$ cat config.mk
export PLATFORM = sky130hd
export DESIGN_NAME = swm_cell
export DESIGN_NICKNAME = d
export VERILOG_FILES = /design/src/swm_pkg.sv /design/src/swm_cell.sv
export SDC_FILE = /design/constraint.sdc
export NUM_CORES = 1
export LEC_CHECK = 0
export ABC_AREA = 1
export BUFFER_PORTS_ARGS = -buffer_cell sky130_fd_sc_hd__buf_4
export CORE_MARGIN = 1
export CORE_UTILIZATION = 44
export DETAILED_ROUTE_END_ITERATION = 16
export GPL_ROUTABILITY_DRIVEN = 1
export PLACE_DENSITY = 0.77
export SLEW_MARGIN = 20
export SYNTH_ARGS = -nofsm -noshare
export SYNTH_HDL_FRONTEND = slang
export SYNTH_SLANG_ARGS = --single-unit
$ cat constraint.sdc
create_clock -name i_clk -period 3.36 [get_ports i_clk]
set_input_delay 0.336 -clock i_clk [delete_from_list [all_inputs] [get_ports i_clk]]
set_output_delay 0.336 -clock i_clk [all_outputs]
set_load 0.01 [all_outputs]
$ cat src/swm_pkg.sv
// ----------------------------------------------------------------------------
// swm_pkg
// Shared constants and the control bundle of the sliding window maximum.
// ----------------------------------------------------------------------------
package swm_pkg;

    localparam int WINDOW_MAX_DEF = 64;
    localparam int DATA_WIDTH_DEF = 32;
    localparam int CFG_WIDTH      = 7;

    localparam logic [CFG_WIDTH-1:0] WINDOW_RESET = 7'd4;

    typedef struct packed {
        logic step;
        logic kill;
        logic shift;
        logic append;
        logic clear;
    } t_cell_ctl;

endpackage

$ cat src/swm_cell.sv
// ----------------------------------------------------------------------------
// swm_cell
// One deque slot: value, age and valid, with a one-place shift toward front.
// ----------------------------------------------------------------------------
module swm_cell #(
    parameter int WINDOW_MAX = swm_pkg::WINDOW_MAX_DEF,
    parameter int DATA_WIDTH = swm_pkg::DATA_WIDTH_DEF,
    localparam int AW = $clog2(WINDOW_MAX + 1)
) (
    input  logic                  i_clk,
    input  logic                  i_rst_n,
    input  swm_pkg::t_cell_ctl    i_ctl,
    input  logic [DATA_WIDTH-1:0] i_sample,
    input  logic                  i_next_valid,
    input  logic [DATA_WIDTH-1:0] i_next_value,
    input  logic [AW-1:0]         i_next_age,
    input  logic                  i_prev_svalid,
    output logic                  o_valid,
    output logic [DATA_WIDTH-1:0] o_value,
    output logic [AW-1:0]         o_age,
    output logic                  o_svalid
);

    logic                  r_valid;
    logic [DATA_WIDTH-1:0] r_value;
    logic [AW-1:0]         r_age;

    logic                  s_valid;
    logic [DATA_WIDTH-1:0] s_value;
    logic [AW-1:0]         s_age;
    logic                  here;

    always_comb begin
        o_valid = r_valid && !(i_ctl.kill && ($signed(r_value) < $signed(i_sample)));
        o_value = r_value;
        o_age   = r_age;
        if (r_valid && i_ctl.kill && (r_age != AW'(WINDOW_MAX))) begin
            o_age = r_age + 1'b1;
        end
    end

    assign s_valid  = i_ctl.shift ? i_next_valid : o_valid;
    assign s_value  = i_ctl.shift ? i_next_value : o_value;
    assign s_age    = i_ctl.shift ? i_next_age   : o_age;
    assign o_svalid = s_valid;
    assign here     = i_ctl.append && !s_valid && i_prev_svalid;

    always_ff @(posedge i_clk) begin
        if (!i_rst_n) begin
            r_valid <= 1'b0;
        end else if (i_ctl.step) begin
            r_valid <= (here || s_valid) && !i_ctl.clear;
        end
    end

    always_ff @(posedge i_clk) begin
        if (i_ctl.step) begin
            r_value <= here ? i_sample : s_value;
            r_age   <= here ? '0 : s_age;
        end
    end

endmodule

==> metrics, run 1 <==
Final setup viols=0; placed cells=around 520; Starting Density=45.6%; crit path max fanout=24; largest net degree at the start of global routing=72; Synth Flop Type=edfxtp_1; Synth Register Bits=40; Setup Buffers After CTS=0; hold crit path type=in -> reg; PostCTS Resize Cnt=0; relative max-transition margin=73.1%; cells after synthesis=327; crit path capture type=flop; Avg Cell Area, Syn=around 9 um2; RSZ-0062 raised after global routing=false; Die Area=6950 um2; clock latency on the worst-skew pair=roughly 0.28 ns; crit share post-route=77.7%; core region area=6390 um2; top cells by area, synth=edfxtp_1 40%, ha_1 14%, nand2_1 13%; Sink Count=40; Max Freq=383 MHz; # port buffers=120; Pleak=2.05 nW; fin crit period=~2.6 ns; maximum root-to-sink buffer count=2; first-pass GRT wire length=10600 um; Distinct cells, synth=25; Layout Utilization=61.9%; setup TNS=0 ns; DR DRC count=0; Synth-to-Final Area Change=35.7%; outcome=completed; placed inst area=3870 um2; Finished Cell Area=3950 um2; Reg clk slew, reported paths=0.07 ns; Slew Viols, Final=0; crit path launch type=flop; via/cell ratio=4.75; Final Power=1.25 mW; VDD IR max=0.193 mV; CTS tree=yes; number of synthesized flops with an enable pin=39; layout cell share with drive strength beyond 1=38.4%; YS warnings=0; HPWL after DPL=5060 um; Post-synth ARST share=0%; vias in the first global route=2462; Die Y=between 80 and 90 um; pwr/cell area=317 nW/um2; reg2reg setup slack=0.75 ns; drt pass-1 iters=4; total gr overflow=0; initial antenna violation count=0; First DRT Iteration DRCs=61; gpl congestion=0.745; die extent in x=83.3 um; share of the synthesized area in the top cell type=40.2%; Max Cap Viol=0; Syn Nets=440; num rows=29; Fin Clk Skew=0.00380 ns; num ports=~120; final WL=6240 um; synthesized area=2910 um2; All-Layer GR Usage=18.7%; cts bufs inserted=5; Seq/Total Area, Yosys=40.9%; CP Class=reg -> reg; hold_ws=0.286 ns; pre-CTS setup slack=roughly 0.65 ns; Least-Margin Pin Slew=0.401 ns; Worst EP arrival=around 2.6 ns; Routed Antenna Nets=0; average wire per standard cell=~12 um; count leader, synth=nand2_1; hold_buf cts=0; vias=between 2000 and 2500; Root Buffer=clkbuf_8; Fin. Hold Viols=0; diodes inserted=0; CTS H-tree lvls=2; nets=around 560; leading area contributor after synthesis=edfxtp_1; setup ws final=0.748 ns; Non-Filler Instances=525; Worst Path Required=roughly 3.4 ns; commonest cells in the netlist=97 x nand2_1, 56 x inv_1, 39 x edfxtp_1
## sequential cells by signal (all words and copies together), names as in the netlist
| signal | cells |
|---|---|
| o_value | 32 |
| r_age | 7 |
| r_valid | 1 |
## power by group
part	internal [mW]	switching, mW	total, mW	leakage [nW]
combinational	0.176	0.177	0.352	1.63
clock	0.141	0.150	0.291	0.0410
sequential	0.590	0.0202	0.610	0.383
total	0.906	0.347	1.25	2.05
## cells in the final DEF, fill, tap and decap left out, types with 2 or more instances in the layout
cell type	synthesis	layout
nor3_1	3	3
xnor2_1	2	2
nand2_1	97	97
nand4_1	2	2
nand3_1	8	8
edfxtp_1	39	39
ha_1	33	33
nand3_2	2	2
nor2_1	12	12
a21oi_1	13	13
a21oi_2	4	3
o21ai_0	4	4
buf_12	0	2
buf_4	0	120
xor2_1	3	3
clkbuf_8	0	5
o21ai_2	32	32
nor2_2	2	2
inv_1	56	56
## cell families (layout without fill, tap and decap cells)
logic type	count (synthesis)	count (layout)	share of synthesized area, %
simple gates	130	130	19.3
flops	40	40	40.9
fa+ha+maj	33	33	14.2
buf+inv	65	186	10.2
xor+xnor	5	5	1.50
compound gates	54	54	13.9
## layout make-up
type | instances | area [um2]
fillers | 562 | 2440
multi-input cells | 222 | 1430
flip-flops and latches | 40 | 1190
repair buffers | 122 | 941
inverters | 57 | 214
well taps | 77 | 96.3
clock buffers | 6 | 72.6
clock inverters | 1 | 5.00
## worst max-delay path: stages, from the launching register on
cell and delay [ns]:
edfxtp_1 0.40, ha_1 0.31, a21oi_1 0.19, nor2_1 0.06, nor2_1 0.11, nand3_1 0.10
a21oi_2 0.13, nand2_1 0.06, nand2_1 0.06, nand3_2 0.07, nand3_2 0.10, nand4_4 0.12
a21oi_4 0.34, buf_12 0.23
## final timing paths
kind / start / endpoint / cells past startpoint
worst min-delay path: i_rst_n / r_valid / 3
worst max register to register: o_value[29] / o_value[30] / 13
worst min register to register: r_valid / r_valid / 2
worst max-delay path: o_value[29] / o_value[30] / 13
## layer usage
| metal | vias to the layer above | part of all wire [%] | track usage (%) |
|---|---|---|---|
| met5 | - | 0 | 0 |
| met4 | 0 | 0.85 | 5.49 |
| met3 | 5 | 7.1 | 4.77 |
| met2 | 81 | 49 | 32.3 |
| met1 | 1090 | 43 | 23.1 |
| li1 | 1318 | - | - |
Power figures use the tool's default switching activity.
==> run 2, diff against run 1 <==
--- a/config.mk
+++ b/config.mk
@@ -5,13 +5,13 @@
 export SDC_FILE = /design/constraint.sdc
 export NUM_CORES = 1
 export LEC_CHECK = 0
-export ABC_AREA = 1
+export ABC_AREA = 0
 export BUFFER_PORTS_ARGS = -buffer_cell sky130_fd_sc_hd__buf_4
 export CORE_MARGIN = 1
-export CORE_UTILIZATION = 44
+export CORE_UTILIZATION = 49
 export DETAILED_ROUTE_END_ITERATION = 16
 export GPL_ROUTABILITY_DRIVEN = 1
-export PLACE_DENSITY = 0.77
+export PLACE_DENSITY = 0.81
 export SLEW_MARGIN = 20
 export SYNTH_ARGS = -nofsm -noshare
 export SYNTH_HDL_FRONTEND = slang
==> constraint.sdc (replaced) <==
create_clock -name i_clk -period 2.5 [get_ports i_clk]
set_input_delay 0.25 -clock i_clk [delete_from_list [all_inputs] [get_ports i_clk]]
set_output_delay 0.25 -clock i_clk [all_outputs]
set_load 0.01 [all_outputs]
==> metrics, run 2 <==
relative max-transition margin=74.9% (was 73.1%); Starting Density=52.0% (was 45.6%); layout cell share with drive strength beyond 1=53.8% (was 38.4%); hold crit path type=in -> reg (unchanged); mux cell area share after synthesis=16.8% (was 0%); Least-Margin Pin Slew=0.372 ns (was 0.401 ns); vias in the first global route=2478 (was 2462); share of the synthesized area in the top cell type=40.2% (about the same); most common cell after layout, fill and taps aside=buf_4 (unchanged); commonest non-fill, non-tap cells in the layout=153 x buf_4, 39 x edfxtp_1, 33 x inv_1 (was 120 x buf_4, 97 x nand2_1, 56 x inv_1); Reg clk slew, reported paths=0.08 ns (was 0.07 ns); Finished Cell Area=4420 um2 (was 3950 um2); post-synthesis xor/xnor area fraction=2.10% (was 1.50%); setup TNS=-29.12 ns (was 0 ns); min-delay src=i_rst_n (unchanged); crit path launch type=flop (unchanged); Hold Path Depth=2 (was 3); Synth Register Bits=40 (unchanged); Distinct cells, synth=36 (was 25); crit path cell chain=ha_1, nand4_1, nor2_1, a221o_1, a211o_1, or4b_4, nand4_4, nor2b_4, clkbuf_16, mux2_4 (was ha_1, a21oi_1, nor2_1, nor2_1, nand3_1, a21oi_2, nand2_1, nand2_1, nand3_2, nand3_2, nand4_4, a21oi_4, buf_12); # port buffers=120 (unchanged); Sink Count=40 (unchanged); number of synthesized flops with an enable pin=39 (unchanged); pwr/cell area=414 nW/um2 (was 317 nW/um2); count leader, synth=edfxtp_1 (was nand2_1); outcome=finished, violations left (was completed); Routed Antenna Nets=0 (unchanged); crit path max fanout=8 (was 24); DR DRC count=0 (unchanged); average wire per standard cell=15.7 um (was 11.9 um); first-pass GRT wire length=11600 um (was 10600 um); Synth Area in Compound Gates=7.04% (was 13.9%); hold_buf cts=0 (unchanged); largest family of logic cells by synthesized area=multiplexers (was simple AND/OR/NAND/NOR gates); Max Cap Viol=0 (unchanged); VDD IR max=0.301 mV (was 0.193 mV); final WL=7550 um (was 6240 um); Final Power=1.83 mW (was 1.25 mW); Fin Clk Skew=0.00881 ns (was 0.00380 ns); Worst EP arrival=2.99 ns (was 2.60 ns); leading area contributor after synthesis=edfxtp_1 (unchanged); clock latency on the worst-skew pair=0.29 ns (was 0.28 ns); Root Buffer=clkbuf_8 (unchanged); fillers=358 (was 562); Pleak=2.10 nW (was 2.05 nW); crit share post-route=118% (was 77.7%); Synth Flop Type=edfxtp_1 (unchanged); First DRT Iteration DRCs=90 (was 61); reg-to-reg startpoint=o_value[24] (was o_value[29]); RSZ-0062 raised after global routing=true (was false); num rows=27 (was 29); Slew Viols, Final=0 (unchanged); placed inst area=4140 um2 (was 3870 um2); setup ws final=-0.447 ns (was 0.748 ns); CP top delay family=simple AND/OR/NAND/NOR gates (unchanged); nets=521 (was 561); pre-CTS setup slack=-0.470 ns (was 0.648 ns); synthesized area=2920 um2 (was 2910 um2); crit path capture type=flop (unchanged); Die Area=6260 um2 (was 6950 um2); Largest register FFs=32 (unchanged); All-Layer GR Usage=24.2% (was 18.7%); Slowest-stage cell, CP=or4b_4 (was edfxtp_1); CP Class=reg -> reg (unchanged); diodes inserted=0 (unchanged); Fin. Hold Viols=0 (unchanged); drt pass-1 iters=4 (unchanged); Syn Nets=361 (was 440); die extent in x=79.2 um (was 83.3 um); Post-synth ARST share=0% (unchanged); core region area=5610 um2 (was 6390 um2); vias=2518 (was 2494); number of buffers and inverters on the critical path=1 (unchanged); fin crit period=2.95 ns (was 2.61 ns); RR Endpoint=o_value[12] (was o_value[30]); CTS tree=yes (unchanged); Synth Area in Simple Gates=11.6% (was 19.3%); maximum root-to-sink buffer count=2 (unchanged); gpl congestion=0.800 (was 0.745); YS warnings=0 (unchanged); reg2reg path depth=10 (was 13); num ports=121 (unchanged); reg2reg setup slack=-0.45 ns (was 0.75 ns); via/cell ratio=5.23 (was 4.75); CTS H-tree lvls=2 (unchanged); Final setup viols=74 (was 0); Hold Path End=r_valid (unchanged); violated checks=setup timing; largest net degree at the start of global routing=21 (was 72); total gr overflow=0 (unchanged); cells after synthesis=248 (was 327); top cells by area, synth=edfxtp_1 40%, mux2_4 16%, ha_1 14% (was edfxtp_1 40%, ha_1 14%, nand2_1 13%); Worst Path Required=2.54 ns (was 3.35 ns); HPWL after DPL=5700 um (was 5060 um); cts bufs inserted=5 (unchanged); Seq/Total Area, Yosys=40.8% (was 40.9%); Synth-to-Final Area Change=51.5% (was 35.7%); Max Freq=339 MHz (was 383 MHz); initial antenna violation count=0 (unchanged); Avg Cell Area, Syn=11.8 um2 (was 8.90 um2); Synth Area in Adders=14.2% (about the same); commonest cells in the netlist=39 x edfxtp_1, 33 x ha_1, 33 x inv_1 (was 97 x nand2_1, 56 x inv_1, 39 x edfxtp_1); CP peak stage delay=0.55 ns (was 0.40 ns); Die Y=79.2 um (was 83.3 um)
run 2: changes by cell type in the layout (fill, tap and decap cells not counted), sizes merged, moves of 5 or more:
cell / delta
buf: +34
inv: -23
mux2: +32
nand2: -86
nand4: +5
nor2b: +8
o21ai: -31
run 2: worst reg2reg max path, delay by kind of cell (launching register included):
| family | cells | cell delay [ns] |
|---|---|---|
| and+or+nand+nor | 5 | 0.93 |
| adders and majority gates | 1 | 0.30 |
| DFF | 1 | 0.41 |
| buffers and inverters | 1 | 0.18 |
| muxes | 1 | 0.30 |
| AOI/OAI and AO/OA | 2 | 0.59 |
run 2: power breakdown:
part	switching [mW]	leakage (nW)	internal, mW	total (mW)
clock network	0.224	0.0399	0.195	0.419
logic	0.243	1.68	0.345	0.588
registers	0.0306	0.380	0.792	0.823
total	0.498	2.10	1.33	1.83
run 2: cell families (layout without fill, tap and decap cells):
kind of cell | Yosys count | in the layout
compound gates | 33 | 35
buf+inv | 39 | 198
fa+ha+maj | 33 | 33
simple gates | 63 | 63
mux | 33 | 33
flops | 40 | 40
xor+xnor | 7 | 7
run 2: how the worst max path moves through the flow:
stage	from	to	slack, ns	cells after the start
floorplan	o_value[21]	o_value[0]	-0.40	10
global placement	o_value[21]	o_value[25]	-0.39	10
detailed placement	o_value[25]	o_value[22]	-0.47	10
CTS	o_value[21]	o_value[22]	-0.47	10
global route	o_value[24]	o_value[7]	-0.51	10
finish	o_value[24]	o_value[12]	-0.45	10
run 2: per-stage QoR:
step	utilization, %	std cells	hold WS (ns)
5_1_grt	78.8	481	0.229
4_1_cts	77.0	477	0.213
3_5_place_dp	73.8	464	0.521
3_3_place_gp	73.8	464	0.513
6_report	78.8	481	0.204
2_1_floorplan	-	248	0.362
run 2: routing by layer:
layer | track usage [%] | up-vias | wire, um
met4 | 9.64 | 0 | 206
li1 | - | 1217 | -
met2 | 44.1 | 104 | 3970
met5 | 0 | - | 0
met3 | 3.91 | 22 | 391
met1 | 27.9 | 1175 | 2980
run 2: layout make-up:
class                   count  area, um2  share of cell area (%)
inverters                  33        124                    2.80
well taps                  72       90.1                    2.04
clock buffers               7       76.3                    1.73
clock inverters             1       3.75                  0.0850
repair buffers            157       1230                    27.8
multi-input cells         171       1700                    38.6
flip-flops and latches     40       1190                    27.0
run 2: repair_timing:
action,4_1_cts,5_1_grt
cloned,2,1
pin swaps,3,4
setup buffers,3,3
resized for setup,8,14
setup endpoints to repair,74,74
